$ cat config.mk
export PLATFORM = sky130hd
export DESIGN_NAME = ecg_biquad_peak_heart_rate_flat
export DESIGN_NICKNAME = d
export VERILOG_FILES = /design/src/rtl/core/ebphr_pkg.sv /design/src/rtl/core/ebphr_if.sv /design/src/rtl/core/ebphr_cfg.sv /design/src/rtl/core/ebphr_ctrl.sv /design/src/rtl/core/ebphr_dp.sv /design/src/rtl/core/ecg_biquad_peak_heart_rate.sv /design/src/flat_wrapper.sv
export SDC_FILE = /design/constraint.sdc
export NUM_CORES = 2
export LEC_CHECK = 0
export BUFFER_PORTS_ARGS = -buffer_cell sky130_fd_sc_hd__buf_4
export CORE_MARGIN = 4
export CORE_UTILIZATION = 50
export CTS_BUF_LIST = sky130_fd_sc_hd__clkbuf_4 sky130_fd_sc_hd__clkbuf_8 sky130_fd_sc_hd__clkbuf_16
export DETAILED_ROUTE_END_ITERATION = 10
export PLACE_DENSITY = 0.66
export SLEW_MARGIN = 40
export SYNTH_ARGS = -nofsm -noshare
export SYNTH_HDL_FRONTEND = slang
export SYNTH_HIERARCHICAL = 1
export SYNTH_SLANG_ARGS = --single-unit
$ cat constraint.sdc
create_clock -name clk_i -period 16.6 [get_ports clk_i]
set_input_delay 3.32 -clock clk_i [delete_from_list [all_inputs] [get_ports clk_i]]
set_output_delay 3.32 -clock clk_i [all_outputs]
set_load 0.05 [all_outputs]
$ cat src/rtl/core/ebphr_pkg.sv
// Shared types and constants for the ECG biquad filter with beat detection.
// No dependencies; every other file of the block imports this package.
`default_nettype none

package ebphr_pkg;

  localparam int unsigned SAMPLE_W   = 12;
  localparam int unsigned TICK_W     = 32;
  localparam int unsigned COEF_W     = 18;
  localparam int unsigned DELAY_W    = 32;
  localparam int unsigned OUT_W      = 16;
  localparam int unsigned PERIOD_W   = 8;
  localparam int unsigned CFG_IDX_W  = 3;
  localparam int unsigned CFG_DATA_W = 18;

  localparam logic [TICK_W-1:0] BEAT_MIN_TICKS = 32'd50;

  typedef enum logic [CFG_IDX_W-1:0] {
    REG_COEF_N0     = 3'd0,
    REG_COEF_N1     = 3'd1,
    REG_COEF_N2     = 3'd2,
    REG_COEF_D1     = 3'd3,
    REG_COEF_D2     = 3'd4,
    REG_FILTER_GAIN = 3'd5,
    REG_PERIOD_MS   = 3'd6,
    REG_PEAK_LEVEL  = 3'd7
  } cfg_reg_e;

  localparam logic signed [COEF_W-1:0] RST_COEF_UNITY = 18'sd16384;
  localparam logic signed [COEF_W-1:0] RST_COEF_ZERO  = 18'sd0;
  localparam logic [PERIOD_W-1:0]      RST_PERIOD_MS  = 8'd4;
  localparam logic [OUT_W-1:0]         RST_PEAK_LEVEL = 16'd800;

  typedef struct packed {
    logic signed [COEF_W-1:0] n0;
    logic signed [COEF_W-1:0] n1;
    logic signed [COEF_W-1:0] n2;
    logic signed [COEF_W-1:0] d1;
    logic signed [COEF_W-1:0] d2;
    logic signed [COEF_W-1:0] gain;
    logic [PERIOD_W-1:0]      period;
    logic [OUT_W-1:0]         level;
  } cfg_t;

  typedef enum logic [2:0] {
    MUL_D1     = 3'd0,
    MUL_D2     = 3'd1,
    MUL_N0     = 3'd2,
    MUL_N1     = 3'd3,
    MUL_N2     = 3'd4,
    MUL_GAIN   = 3'd5,
    MUL_PERIOD = 3'd6
  } mul_sel_e;

  typedef enum logic [2:0] {
    ACC_HOLD   = 3'd0,
    ACC_LOAD_X = 3'd1,
    ACC_LOAD_P = 3'd2,
    ACC_ADD    = 3'd3,
    ACC_SUB    = 3'd4
  } acc_op_e;

  typedef struct packed {
    logic     load_in;
    logic     mul_en;
    mul_sel_e mul_sel;
    acc_op_e  acc_op;
    logic     w_load;
    logic     numr_load;
    logic     filt_load;
    logic     commit;
  } dp_cmd_t;

endpackage

`default_nettype wire

$ cat src/rtl/core/ebphr_if.sv
// Valid/ready channel interfaces for the sample input and the result output.
// Depends on ebphr_pkg for the field widths.
`default_nettype none

interface ebphr_in_if import ebphr_pkg::*; ();
  logic                valid;
  logic                ready;
  logic [SAMPLE_W-1:0] sample;
  logic [TICK_W-1:0]   time_ticks;

  modport source (output valid, output sample, output time_ticks, input ready);
  modport sink   (input valid, input sample, input time_ticks, output ready);
endinterface

interface ebphr_out_if import ebphr_pkg::*; ();
  logic             valid;
  logic             ready;
  logic [OUT_W-1:0] filtered;
  logic             peak_flag;
  logic             beat;
  logic [OUT_W-1:0] interval_ms;

  modport source (output valid, output filtered, output peak_flag, output beat,
                  output interval_ms, input ready);
  modport sink   (input valid, input filtered, input peak_flag, input beat,
                  input interval_ms, output ready);
endinterface

`default_nettype wire

$ cat src/rtl/core/ebphr_cfg.sv
// Configuration register file: coefficients, gain, tick period and peak level.
// Depends on ebphr_pkg for the register indexes and the cfg_t bundle.
`default_nettype none

module ebphr_cfg import ebphr_pkg::*; (
  input  wire logic                  clk_i,
  input  wire logic                  rst_ni,
  input  wire logic                  cfg_we_i,
  input  wire logic [CFG_IDX_W-1:0]  cfg_idx_i,
  input  wire logic [CFG_DATA_W-1:0] cfg_data_i,
  output cfg_t                       cfg_o
);

  cfg_t cfg_q, cfg_d;

  always_comb begin
    cfg_d = cfg_q;
    if (cfg_we_i) begin
      unique case (cfg_reg_e'(cfg_idx_i))
        REG_COEF_N0:     cfg_d.n0     = $signed(cfg_data_i[COEF_W-1:0]);
        REG_COEF_N1:     cfg_d.n1     = $signed(cfg_data_i[COEF_W-1:0]);
        REG_COEF_N2:     cfg_d.n2     = $signed(cfg_data_i[COEF_W-1:0]);
        REG_COEF_D1:     cfg_d.d1     = $signed(cfg_data_i[COEF_W-1:0]);
        REG_COEF_D2:     cfg_d.d2     = $signed(cfg_data_i[COEF_W-1:0]);
        REG_FILTER_GAIN: cfg_d.gain   = $signed(cfg_data_i[COEF_W-1:0]);
        REG_PERIOD_MS:   cfg_d.period = cfg_data_i[PERIOD_W-1:0];
        REG_PEAK_LEVEL:  cfg_d.level  = cfg_data_i[OUT_W-1:0];
        default: ;
      endcase
    end
  end

  always_ff @(posedge clk_i or negedge rst_ni) begin
    if (!rst_ni) begin
      cfg_q.n0     <= RST_COEF_UNITY;
      cfg_q.n1     <= RST_COEF_ZERO;
      cfg_q.n2     <= RST_COEF_ZERO;
      cfg_q.d1     <= RST_COEF_ZERO;
      cfg_q.d2     <= RST_COEF_ZERO;
      cfg_q.gain   <= RST_COEF_UNITY;
      cfg_q.period <= RST_PERIOD_MS;
      cfg_q.level  <= RST_PEAK_LEVEL;
    end else begin
      cfg_q <= cfg_d;
    end
  end

  assign cfg_o = cfg_q;

endmodule

`default_nettype wire

$ cat src/rtl/core/ebphr_ctrl.sv
// Sequencer for one sample: steps the shared multiplier and accumulator of the
// datapath and owns the input ready and output valid. Depends on ebphr_pkg.
`default_nettype none

module ebphr_ctrl import ebphr_pkg::*; (
  input  wire logic clk_i,
  input  wire logic rst_ni,
  input  wire logic in_valid_i,
  output logic      in_ready_o,
  input  wire logic out_ready_i,
  output logic      out_valid_o,
  output dp_cmd_t   cmd_o
);

  typedef enum logic [13:0] {
    S_IDLE  = 14'b00000000000001,
    S_FB1   = 14'b00000000000010,
    S_FB2   = 14'b00000000000100,
    S_FB3   = 14'b00000000001000,
    S_WSAT  = 14'b00000000010000,
    S_NUM0  = 14'b00000000100000,
    S_NUM1  = 14'b00000001000000,
    S_NUM2  = 14'b00000010000000,
    S_NUM3  = 14'b00000100000000,
    S_NRND  = 14'b00001000000000,
    S_GAIN  = 14'b00010000000000,
    S_CLAMP = 14'b00100000000000,
    S_INTV  = 14'b01000000000000,
    S_FIN   = 14'b10000000000000
  } state_e;

  state_e  state_q, state_d;
  logic    out_valid_q, out_valid_d;
  dp_cmd_t cmd;

  always_comb begin
    state_d    = state_q;
    cmd        = '0;
    in_ready_o = (state_q == S_IDLE);
    unique case (state_q)
      S_IDLE: begin
        if (in_valid_i) begin
          cmd.load_in = 1'b1;
          state_d     = S_FB1;
        end
      end
      // feedback sum: x*2^2F - d1*delay_one - d2*delay_two
      S_FB1: begin
        cmd.mul_en  = 1'b1;
        cmd.mul_sel = MUL_D1;
        cmd.acc_op  = ACC_LOAD_X;
        state_d     = S_FB2;
      end
      S_FB2: begin
        cmd.mul_en  = 1'b1;
        cmd.mul_sel = MUL_D2;
        cmd.acc_op  = ACC_SUB;
        state_d     = S_FB3;
      end
      S_FB3: begin
        cmd.acc_op = ACC_SUB;
        state_d    = S_WSAT;
      end
      S_WSAT: begin
        cmd.w_load = 1'b1;
        state_d    = S_NUM0;
      end
      // numerator sum: n0*w + n1*delay_one + n2*delay_two
      S_NUM0: begin
        cmd.mul_en  = 1'b1;
        cmd.mul_sel = MUL_N0;
        state_d     = S_NUM1;
      end
      S_NUM1: begin
        cmd.mul_en  = 1'b1;
        cmd.mul_sel = MUL_N1;
        cmd.acc_op  = ACC_LOAD_P;
        state_d     = S_NUM2;
      end
      S_NUM2: begin
        cmd.mul_en  = 1'b1;
        cmd.mul_sel = MUL_N2;
        cmd.acc_op  = ACC_ADD;
        state_d     = S_NUM3;
      end
      S_NUM3: begin
        cmd.acc_op = ACC_ADD;
        state_d    = S_NRND;
      end
      S_NRND: begin
        cmd.numr_load = 1'b1;
        state_d       = S_GAIN;
      end
      S_GAIN: begin
        cmd.mul_en  = 1'b1;
        cmd.mul_sel = MUL_GAIN;
        state_d     = S_CLAMP;
      end
      S_CLAMP: begin
        cmd.filt_load = 1'b1;
        state_d       = S_INTV;
      end
      S_INTV: begin
        cmd.mul_en  = 1'b1;
        cmd.mul_sel = MUL_PERIOD;
        state_d     = S_FIN;
      end
      S_FIN: begin
        // hold until the output register is free
        if (!out_valid_q || out_ready_i) begin
          cmd.commit = 1'b1;
          state_d    = S_IDLE;
        end
      end
      default: state_d = S_IDLE;
    endcase
  end

  always_comb begin
    if (cmd.commit) begin
      out_valid_d = 1'b1;
    end else if (out_ready_i) begin
      out_valid_d = 1'b0;
    end else begin
      out_valid_d = out_valid_q;
    end
  end

  always_ff @(posedge clk_i or negedge rst_ni) begin
    if (!rst_ni) begin
      state_q     <= S_IDLE;
      out_valid_q <= 1'b0;
    end else begin
      state_q     <= state_d;
      out_valid_q <= out_valid_d;
    end
  end

  assign out_valid_o = out_valid_q;
  assign cmd_o       = cmd;

endmodule

`default_nettype wire

$ cat src/rtl/core/ebphr_dp.sv
// Datapath: shared signed multiplier, accumulator, rounding and saturation,
// filter delays and beat detection state. Depends on ebphr_pkg.
`default_nettype none

module ebphr_dp import ebphr_pkg::*; #(
  parameter int unsigned COEF_FRAC_BITS = 14
) (
  input  wire logic                clk_i,
  input  wire logic                rst_ni,
  input  wire cfg_t                cfg_i,
  input  wire dp_cmd_t             cmd_i,
  input  wire logic [SAMPLE_W-1:0] sample_i,
  input  wire logic [TICK_W-1:0]   time_ticks_i,
  output logic [OUT_W-1:0]         filtered_o,
  output logic                     peak_flag_o,
  output logic                     beat_o,
  output logic [OUT_W-1:0]         interval_ms_o
);

  localparam int unsigned F      = COEF_FRAC_BITS;
  localparam int unsigned XSH_W  = SAMPLE_W + 2 * F + 1;
  localparam int unsigned CD_W   = COEF_W + DELAY_W;
  localparam int unsigned ACC_W  = ((XSH_W > CD_W) ? XSH_W : CD_W) + 2;
  localparam int unsigned RND_W  = ACC_W + 1;
  localparam int unsigned NR_W   = RND_W - F;
  localparam int unsigned PR_W   = COEF_W + NR_W;
  localparam int unsigned YX_W   = PR_W + OUT_W + 2;

  localparam logic signed [RND_W-1:0]   RND_HALF = RND_W'(1) << (F - 1);
  localparam logic signed [DELAY_W-1:0] W_MAX    = {1'b0, {(DELAY_W-1){1'b1}}};
  localparam logic signed [DELAY_W-1:0] W_MIN    = {1'b1, {(DELAY_W-1){1'b0}}};

  // per-item work registers
  logic [SAMPLE_W-1:0]       x_q;
  logic [TICK_W-1:0]         now_q;
  logic signed [ACC_W-1:0]   acc_q, acc_d;
  logic signed [PR_W-1:0]    prod_q, prod_d;
  logic signed [DELAY_W-1:0] w_q;
  logic signed [NR_W-1:0]    numr_q;
  logic [OUT_W-1:0]          filt_q, filt_d;

  // filter and detector state
  logic signed [DELAY_W-1:0] delay_one_q, delay_two_q;
  logic [OUT_W-1:0]          prev_q;
  logic                      in_peak_q;
  logic [TICK_W-1:0]         last_beat_q;
  logic [OUT_W-1:0]          interval_q;

  // result registers
  logic [OUT_W-1:0] res_filt_q, res_interval_q;
  logic             res_flag_q, res_beat_q;

  logic signed [COEF_W-1:0] mul_a;
  logic signed [NR_W-1:0]   mul_b;
  logic [TICK_W-1:0]        elapsed;
  logic signed [ACC_W-1:0]  acc_x, prod_ext;
  logic signed [RND_W-1:0]  rnd_sum, rnd_val;
  logic [RND_W-DELAY_W:0]   rnd_hi;
  logic signed [DELAY_W-1:0] w_sat;
  logic signed [YX_W-1:0]   y_ext;
  logic [OUT_W-1:0]         ms_sat;
  logic                     below, falling, flag, beat;

  assign elapsed = now_q - last_beat_q;

  always_comb begin
    mul_a = '0;
    mul_b = '0;
    case (cmd_i.mul_sel)
      MUL_D1: begin
        mul_a = cfg_i.d1;
        mul_b = NR_W'(delay_one_q);
      end
      MUL_D2: begin
        mul_a = cfg_i.d2;
        mul_b = NR_W'(delay_two_q);
      end
      MUL_N0: begin
        mul_a = cfg_i.n0;
        mul_b = NR_W'(w_q);
      end
      MUL_N1: begin
        mul_a = cfg_i.n1;
        mul_b = NR_W'(delay_one_q);
      end
      MUL_N2: begin
        mul_a = cfg_i.n2;
        mul_b = NR_W'(delay_two_q);
      end
      MUL_GAIN: begin
        mul_a = cfg_i.gain;
        mul_b = numr_q;
      end
      MUL_PERIOD: begin
        mul_a = $signed(COEF_W'(cfg_i.period));
        mul_b = $signed(NR_W'(elapsed));
      end
      default: ;
    endcase
  end

  assign prod_d = mul_a * mul_b;

  // accumulator
  assign acc_x    = $signed(ACC_W'(x_q) << (2 * F));
  assign prod_ext = ACC_W'(prod_q);

  always_comb begin
    case (cmd_i.acc_op)
      ACC_LOAD_X: acc_d = acc_x;
      ACC_LOAD_P: acc_d = prod_ext;
      ACC_ADD:    acc_d = acc_q + prod_ext;
      ACC_SUB:    acc_d = acc_q - prod_ext;
      default:    acc_d = acc_q;
    endcase
  end

  // round to nearest, ties up, then drop F fraction bits
  assign rnd_sum = RND_W'(acc_q) + RND_HALF;
  assign rnd_val = rnd_sum >>> F;
  assign rnd_hi  = rnd_val[RND_W-1:DELAY_W-1];

  always_comb begin
    if (&rnd_hi || ~|rnd_hi) begin
      w_sat = rnd_val[DELAY_W-1:0];
    end else if (rnd_val[RND_W-1]) begin
      w_sat = W_MIN;
    end else begin
      w_sat = W_MAX;
    end
  end

  // floor after the gain product, clamp to the unsigned output range
  assign y_ext = YX_W'(prod_q) >>> (2 * F);

  always_comb begin
    if (y_ext[YX_W-1]) begin
      filt_d = '0;
    end else if (|y_ext[YX_W-2:OUT_W]) begin
      filt_d = '1;
    end else begin
      filt_d = y_ext[OUT_W-1:0];
    end
  end

  // prod_q holds elapsed * period here, never negative
  assign ms_sat  = (|prod_q[PR_W-1:OUT_W]) ? '1 : prod_q[OUT_W-1:0];
  assign below   = (filt_q < cfg_i.level);
  assign falling = (filt_q < prev_q);
  assign flag    = below && falling;
  assign beat    = flag && !in_peak_q && (elapsed > BEAT_MIN_TICKS);

  always_ff @(posedge clk_i) begin
    if (cmd_i.load_in) begin
      x_q   <= sample_i;
      now_q <= time_ticks_i;
    end
    if (cmd_i.mul_en) begin
      prod_q <= prod_d;
    end
    acc_q <= acc_d;
    if (cmd_i.w_load) begin
      w_q <= w_sat;
    end
    if (cmd_i.numr_load) begin
      numr_q <= rnd_val[NR_W-1:0];
    end
    if (cmd_i.filt_load) begin
      filt_q <= filt_d;
    end
    if (cmd_i.commit) begin
      res_filt_q     <= filt_q;
      res_flag_q     <= flag;
      res_beat_q     <= beat;
      res_interval_q <= beat ? ms_sat : interval_q;
    end
  end

  always_ff @(posedge clk_i or negedge rst_ni) begin
    if (!rst_ni) begin
      delay_one_q <= '0;
      delay_two_q <= '0;
      prev_q      <= '0;
      in_peak_q   <= 1'b0;
      last_beat_q <= '0;
      interval_q  <= '0;
    end else if (cmd_i.commit) begin
      delay_two_q <= delay_one_q;
      delay_one_q <= w_q;
      prev_q      <= filt_q;
      if (below) begin
        in_peak_q <= falling;
      end
      if (beat) begin
        last_beat_q <= now_q;
        interval_q  <= ms_sat;
      end
    end
  end

  assign filtered_o    = res_filt_q;
  assign peak_flag_o   = res_flag_q;
  assign beat_o        = res_beat_q;
  assign interval_ms_o = res_interval_q;

endmodule

`default_nettype wire

$ cat src/rtl/core/ecg_biquad_peak_heart_rate.sv
// Top level of the ECG biquad filter with peak and heart beat detection.
// Depends on ebphr_pkg, ebphr_if, ebphr_cfg, ebphr_ctrl and ebphr_dp.
//
//  channel   dir  handshake          payload
//  --------  ---  -----------------  ------------------------------------------
//  in_ch     in   valid / ready      sample[11:0], time_ticks[31:0]
//  out_ch    out  valid / ready      filtered[15:0], peak_flag, beat,
//                                    interval_ms[15:0]
//  cfg       in   cfg_we_i (no ack)  cfg_idx_i[2:0], cfg_data_i[17:0]
//
// An item occupies the block for one accept step and 13 sequencer steps, set by
// the single shared signed multiplier (18-bit coefficient operand) that forms
// seven products in turn (two feedback, three numerator, gain, beat interval).
// The result lands in an output register when the last step commits it; the
// block returns to accepting a new item while that result waits to be taken.
// A stalled output holds the sequencer in its last step, before any state
// update. Reset is asynchronous, active low, and restores the register defaults.
`default_nettype none

module ecg_biquad_peak_heart_rate import ebphr_pkg::*; #(
  parameter int unsigned COEF_FRAC_BITS = 14
) (
  input  wire logic                  clk_i,
  input  wire logic                  rst_ni,
  input  wire logic                  cfg_we_i,
  input  wire logic [CFG_IDX_W-1:0]  cfg_idx_i,
  input  wire logic [CFG_DATA_W-1:0] cfg_data_i,
  ebphr_in_if.sink                   in_ch,
  ebphr_out_if.source                out_ch
);

  cfg_t    cfg;
  dp_cmd_t cmd;
  logic    in_ready;
  logic    out_valid;

  // register file
  ebphr_cfg u_cfg (
    .clk_i      (clk_i),
    .rst_ni     (rst_ni),
    .cfg_we_i   (cfg_we_i),
    .cfg_idx_i  (cfg_idx_i),
    .cfg_data_i (cfg_data_i),
    .cfg_o      (cfg)
  );

  // sequencer: owns both handshakes
  ebphr_ctrl u_ctrl (
    .clk_i       (clk_i),
    .rst_ni      (rst_ni),
    .in_valid_i  (in_ch.valid),
    .in_ready_o  (in_ready),
    .out_ready_i (out_ch.ready),
    .out_valid_o (out_valid),
    .cmd_o       (cmd)
  );

  // arithmetic, filter state and result registers
  ebphr_dp #(
    .COEF_FRAC_BITS (COEF_FRAC_BITS)
  ) u_dp (
    .clk_i         (clk_i),
    .rst_ni        (rst_ni),
    .cfg_i         (cfg),
    .cmd_i         (cmd),
    .sample_i      (in_ch.sample),
    .time_ticks_i  (in_ch.time_ticks),
    .filtered_o    (out_ch.filtered),
    .peak_flag_o   (out_ch.peak_flag),
    .beat_o        (out_ch.beat),
    .interval_ms_o (out_ch.interval_ms)
  );

  assign in_ch.ready  = in_ready;
  assign out_ch.valid = out_valid;

`ifndef SYNTHESIS
  localparam int unsigned RESULT_LAT = 14;

  // the sequencer is busy right after taking an item
  a_busy_after_accept: assert property (@(posedge clk_i) disable iff (!rst_ni)
    (in_ch.valid && in_ch.ready) |=> !in_ch.ready)
    else $error("input ready right after an accepted item");

  // a beat is only recorded on a falling sample below the level
  a_beat_needs_peak: assert property (@(posedge clk_i) disable iff (!rst_ni)
    (out_ch.valid && out_ch.beat) |-> out_ch.peak_flag)
    else $error("beat reported without peak flag");

  // a fresh result on an empty output traces back to an accepted item
  a_result_latency: assert property (@(posedge clk_i) disable iff (!rst_ni)
    $rose(out_ch.valid) |-> $past(in_ch.valid && in_ch.ready, RESULT_LAT))
    else $error("result appeared without a matching accepted item");
`endif

endmodule

`default_nettype wire

$ cat src/flat_wrapper.sv
// flat-port wrapper written by rule: the top's interface ports become plain ports
module ecg_biquad_peak_heart_rate_flat import ebphr_pkg::*;
#(
  parameter int unsigned COEF_FRAC_BITS = 14
)
  (clk_i, rst_ni, cfg_we_i, cfg_idx_i, cfg_data_i, in_ch_valid, in_ch_sample, in_ch_time_ticks, in_ch_ready, out_ch_valid, out_ch_filtered, out_ch_peak_flag, out_ch_beat, out_ch_interval_ms, out_ch_ready);
  ebphr_in_if in_ch_i ();
  ebphr_out_if out_ch_i ();
  input  wire logic clk_i;
  input  wire logic rst_ni;
  input  wire logic cfg_we_i;
  input  wire logic [CFG_IDX_W-1:0] cfg_idx_i;
  input  wire logic [CFG_DATA_W-1:0] cfg_data_i;
  input wire logic [$bits(in_ch_i.valid)-1:0] in_ch_valid;
  input wire logic [$bits(in_ch_i.sample)-1:0] in_ch_sample;
  input wire logic [$bits(in_ch_i.time_ticks)-1:0] in_ch_time_ticks;
  output wire logic [$bits(in_ch_i.ready)-1:0] in_ch_ready;
  output wire logic [$bits(out_ch_i.valid)-1:0] out_ch_valid;
  output wire logic [$bits(out_ch_i.filtered)-1:0] out_ch_filtered;
  output wire logic [$bits(out_ch_i.peak_flag)-1:0] out_ch_peak_flag;
  output wire logic [$bits(out_ch_i.beat)-1:0] out_ch_beat;
  output wire logic [$bits(out_ch_i.interval_ms)-1:0] out_ch_interval_ms;
  input wire logic [$bits(out_ch_i.ready)-1:0] out_ch_ready;
  assign in_ch_i.valid = in_ch_valid;
  assign in_ch_i.sample = in_ch_sample;
  assign in_ch_i.time_ticks = in_ch_time_ticks;
  assign in_ch_ready = in_ch_i.ready;
  assign out_ch_valid = out_ch_i.valid;
  assign out_ch_filtered = out_ch_i.filtered;
  assign out_ch_peak_flag = out_ch_i.peak_flag;
  assign out_ch_beat = out_ch_i.beat;
  assign out_ch_interval_ms = out_ch_i.interval_ms;
  assign out_ch_i.ready = out_ch_ready;
  ecg_biquad_peak_heart_rate #(.COEF_FRAC_BITS(COEF_FRAC_BITS)) u_core (.clk_i(clk_i), .rst_ni(rst_ni), .cfg_we_i(cfg_we_i), .cfg_idx_i(cfg_idx_i), .cfg_data_i(cfg_data_i), .in_ch(in_ch_i), .out_ch(out_ch_i));
endmodule
; Word level (Yosys, flattened, before mapping)
; Index checks and enable logic that the tools add are counted.
[word_totals]
regBits = 550
latch_bits = 0
ram_bits = 0
romBits = 0
input_bits = 70
output_inout_bits = 36
elab_cells = 121
mem_count = 0
[classes]
addsub = 4
n_mul = 1
div_mod_pow = 0
order_cmp = 3
n_eq_ne = 33
n_shift = 0
muxes = 22
bitwise_logic = 0
n_reduce_logical = 31
[op_table]
columns = op, n
row1 = $pmux 52 s4, 1
row2 = $pmux 14 s14, 1
row3 = $pmux 39 s5, 1
row4 = $pmux 18 s7, 1
row5 = $mux 32, 2
row6 = $mul 18x39->57, 1
row7 = $add 52x15->53 const B, 1
row8 = $add 52x52->52, 1
row9 = $sub 52x52->52, 1
row10 = $mux 16, 3
row11 = $reduce_or 41->1, 1
row12 = $gt 32x6->1 const B, 1
row13 = $lt 16x16->1, 2
row14 = $sub 32x32->32, 1
row15 = $mux 14, 2
row16 = $pmux 4 s7, 1
row17 = $eq 3x3->1 const B, 8
row18 = $reduce_and 2->1, 11
row19 = $eq 3x2->1 const B, 6
row20 = $eq 14x1->1 const B, 1
row21 = $eq 14x10->1 const B, 1
row22 = $eq 14x11->1 const B, 1
row23 = $eq 14x12->1 const B, 1
row24 = $eq 14x13->1 const B, 1
row25 = other kinds (23), 43

; Logic depth before layout (Yosys ltp)
[depth]
depth_word = 6
mapped_depth = 41
mapped_depth_nobuf = 38

; Cells and area by module
; Netlist, hierarchy kept.
[modules_own_cells]
columns = mod, n_inst, cells_per_inst, area_per_inst_um2
row1 = ebphr_dp, 1, 4958, 47301.6
row2 = ebphr_cfg, 1, 286, 5036.1
row3 = ebphr_ctrl, 1, 109, 1006.0

; Worst setup path after synthesis
; OpenSTA, ideal clock, no wires.
[synth_path]
path_type = register to register
startpoint = reg u_core.u_ctrl.state_q[3]
endpoint = reg u_core.u_dp.prod_q[55], data pin
setup_time_ns = 0.269
arrival_ns = 9.776
t_required_ns = 16.331
path_slack_ns = 6.555
path_stages_with_launch = 36
period_less_slack_ns = 10.045
cell_sequence = dfrtp_1 -> or4_1 -> buf_2 -> nor3_4 -> and3_1 -> or3_1 -> clkbuf_1 -> clkbuf_1 -> buf_1 -> clkbuf_1 -> nor2_1 -> a211oi_1 -> clkbuf_1 -> nor2_1 -> fa_1 -> inv_1 -> fa_1 -> fa_1 -> inv_1 -> fa_1 -> fa_1 -> inv_1 -> fa_1 -> inv_1 -> ha_1 -> clkbuf_1 -> and4_1 -> a221o_1 -> a221oi_1 -> nand3_1 -> o211a_1 -> nor2_1 -> o21ai_0 -> a211oi_1 -> o31ai_1 -> xor2_1
[synth_rtl]
columns = item, line_no
row1 = from (decl), ebphr_ctrl.sv:32  ; state_e state_q, state_d;
row2 = from (signal assigned), ebphr_ctrl.sv:134  ; state_q <= state_d;
row3 = to (signal assigned), ebphr_dp.sv:159  ; prod_q <= prod_d;
row4 = to (decl), ebphr_dp.sv:37  ; logic signed [PR_W-1:0] prod_q, prod_d;

==> qor.txt <==
P per Cell Area: 96.2 nW/um^2
layout cell share with drive strength beyond 1: 0.123
Critical Path Most Common Cell: fa_1
Post-DP HPWL: 121000 um
prevailing post-synth register cell: edfxtp_1
Power Total: 0.00559 W
post-CTS setup buffers: 0
total internal power: 0.00337 W
Post-Syn Area: 53300 um^2
outcome: complete, no violations
Worst Hold Endpoint: u_core/u_dp/last_beat_q[25]
die area: 112000 um^2
Static Leakage: 26.5 nW
reg-to-reg slack, setup: 5.05 ns
number of global-route vias before repair: 41075
RePlAce Congestion: 1.00
CP bufs+invs: 8
Core Rows: 119
Crit Path Category: register to register
Gate power share: 0.401
clk buf depth: 3
max_cap viols: 0
Num CTS Buffers: 61
post-route ant nets: 0
sw frac: 0.398
Worst slew margin: 0.414
commonest non-fill, non-tap cell in the layout: inv_1
CTS tree: done
Synth Register Bits: 550
Wirelength per Cell: 23.5 um
largest net degree at the start of global routing: 69
Root Buffer: clkbuf_16
die width: 335 um
cell at the slowest stage of the critical path: or4_1
Yosys cell types: 95
min cycle time layout: 11.55 ns
Port Buffers: 105
Yosys top cell by area: fa_1
Layout Nets: 6340
Iteration-0 DRC Markers: 3459
CP top delay family: compound AO/OA/AOI/OAI gates
Worst setup SP type: register
synth top area cells: fa_1 (25%), edfxtp_1 (15%), dfrtp_1 (13%)
total core area: 106000 um^2
number of I/O pins: 106
worst reg2reg path startpoint: u_core/u_ctrl/state_q[3]
HP Class: register to register
Via density: 5.86
DRT Pass-1 Iters: 7
commonest non-fill, non-tap cells in the layout: inv_1 (837), fa_1 (667), nand2_1 (613)
Placed Cells: 6679
Worst Skew: 0.0467 ns
Reg2Reg Depth: 36
Clock Sinks: 550
synthesized net count: 6339
Synth Instances: 5353
post-cts gate resize count: 0
final setup fails: 0
Sum Neg Setup Slack: 0 ns
Clk pwr share: 0.270
sequential area share after synthesis: 0.284
Worst R2R End: u_core/u_dp/prod_q[50]
CTS Hold Buffers Added: 0
Min-Delay Startpoint: u_core/u_dp/last_beat_q[25]
fin crit share: 0.696
Worst EP arrival: 11.96 ns
WP data required: 17.00 ns
Yosys Warn Count: 6
slowest stage delay, CP: 0.73 ns
total number of vias: 39875
initial antenna violation count: 1
Total GRT Usage: 0.289
worst hold slack: 0.483 ns
final hold violation count: 0
CTS clk-pin slew, worst paths: 0.06 ns
Finished Layout Cells: 6801
Max VDD drop: 95.1 uV
ys async rst share: 0.502
Worst Tran Pin Value: 0.876 ns
Fmax achieved: 0.0865 GHz
Die H: 335 um
fin. max-slew vios: 0
hold path cells: 1
RSZ-0062 raised after global routing: no
clock latency at the later pin of the worst-skew pair: 0.68 ns
first-pass GRT wire length: 249000 um
CTS H-tree lvls: 2
crit path max fanout: 36
DRC: 0
Psw: 0.00222 W
post-synth top area share: 0.250
Area Overhead vs Synth: 8.94%
part of the power in registers: 0.329
CP endpoint kind: register
effective utilization at floorplan: 0.505
Overflow after GRT: 0
Routed WL: 160000 um
syn_area_per_cell: 9.97 um^2
EDFF count, synth: 274
-- metrics by stage --
step	instance area, um^2	setup slack (ns)	util
after detailed placement	55800	5.31	0.528
after global routing	58100	4.54	0.550
final	58100	5.05	0.551
after CTS	58000	5.25	0.550
after floorplan	53300	6.56	-
after global placement	55700	5.54	0.528
-- cell type report --
class | count | area, um^2
inverter | 838 | 3150
clock buffer | 86 | 1800
clock inverter | 30 | 448
tap | 1391 | 1740
multi-input combinational | 3717 | 34400
sequential | 550 | 15100
timing repair buffer | 186 | 1460
fill | 9336 | 47500
antenna | 3 | 7.51
-- synthesized netlist by cell type, drive strengths merged (54+ instances only) --
cell	count
inv	837
fa	667
nand2	613
nor2	394
edfxtp	274
mux2	273
dfrtp	269
ha	249
a21oi	222
clkbuf	211
o21ai	175
xnor2	135
a21o	108
xor2	91
and2	81
mux2i	57
o21a	54
-- power by group through the flow --
| stage | logic (W) | registers [W] | clock network (W) |
|---|---|---|---|
| floorplan | 0.00148 | 0.00179 | 0 |
| detailed placement | 0.00217 | 0.00187 | 0 |
| finish | 0.00224 | 0.00184 | 0.00151 |
| CTS | 0.00219 | 0.00184 | 0.00154 |
| global placement | 0.00216 | 0.00186 | 0 |
| global route | 0.00242 | 0.00185 | 0.00159 |
-- state kept, by name, summed over array words and instances, names as in the netlist --
register                   flops
u_core/u_dp/prev_q            16
u_core/u_dp/prod_q            57
u_core/u_dp/acc_q             52
u_core/u_dp/now_q             32
u_core/u_dp/interval_ms_o     16
u_core/u_dp/beat_o             1
u_core/u_dp/last_beat_q       32
u_core/u_cfg/cfg_o           132
u_core/u_dp/interval_q        16
u_core/u_dp/delay_one_q       32
u_core/u_ctrl/state_q         14
u_core/u_dp/in_peak_q          1
u_core/u_dp/peak_flag_o        1
u_core/u_dp/filtered_o        16
u_core/u_dp/x_q               12
u_core/u_dp/w_q               32
u_core/u_dp/delay_two_q       32
u_core/u_dp/numr_q            39
u_core/u_ctrl/out_valid_o      1
u_core/u_dp/filt_q            16
-- layer usage --
metal	GRT usage	vias up	routed length [um]
li1	-	17505	-
met1	0.387	20196	64500
met2	0.462	1748	73300
met3	0.0484	426	12500
met4	0.140	0	9720
met5	0	-	0
-- worst register-to-register path: cells and delay by family (launching register included) --
family | cells | cell delay (ns)
buffers and inverters | 8 | 1.90
AOI/OAI and AO/OA | 13 | 3.71
and+or+nand+nor | 7 | 1.79
xor gates and xnor gates | 1 | 0.09
adders and majority gates | 7 | 3.39
DFF | 1 | 0.43
-- worst max-delay path by stage --
stage	startpoint	cells after the start	slack, ns	to
4_1_cts	u_core/u_ctrl/state_q[2]	35	5.25	u_core/u_dp/prod_q[55]
3_5_place_dp	u_core/u_ctrl/state_q[3]	35	5.31	u_core/u_dp/prod_q[55]
2_1_floorplan	u_core/u_ctrl/state_q[3]	35	6.56	u_core/u_dp/prod_q[55]
3_3_place_gp	u_core/u_ctrl/state_q[2]	34	5.54	u_core/u_dp/prod_q[50]
5_1_grt	u_core/u_ctrl/state_q[2]	36	4.54	u_core/u_dp/prod_q[50]
6_report	u_core/u_ctrl/state_q[3]	36	5.05	u_core/u_dp/prod_q[50]
-- logic make-up after synthesis --
| family | Yosys count | synth area share |
|---|---|---|
| compound gates | 831 | 0.100 |
| xor+xnor | 226 | 0.0371 |
| fa+ha+maj | 916 | 0.309 |
| buf+inv | 1086 | 0.0779 |
| flops | 550 | 0.284 |
| mux | 337 | 0.0727 |
| simple gates | 1407 | 0.119 |
(Power assumes the default switching activity.)
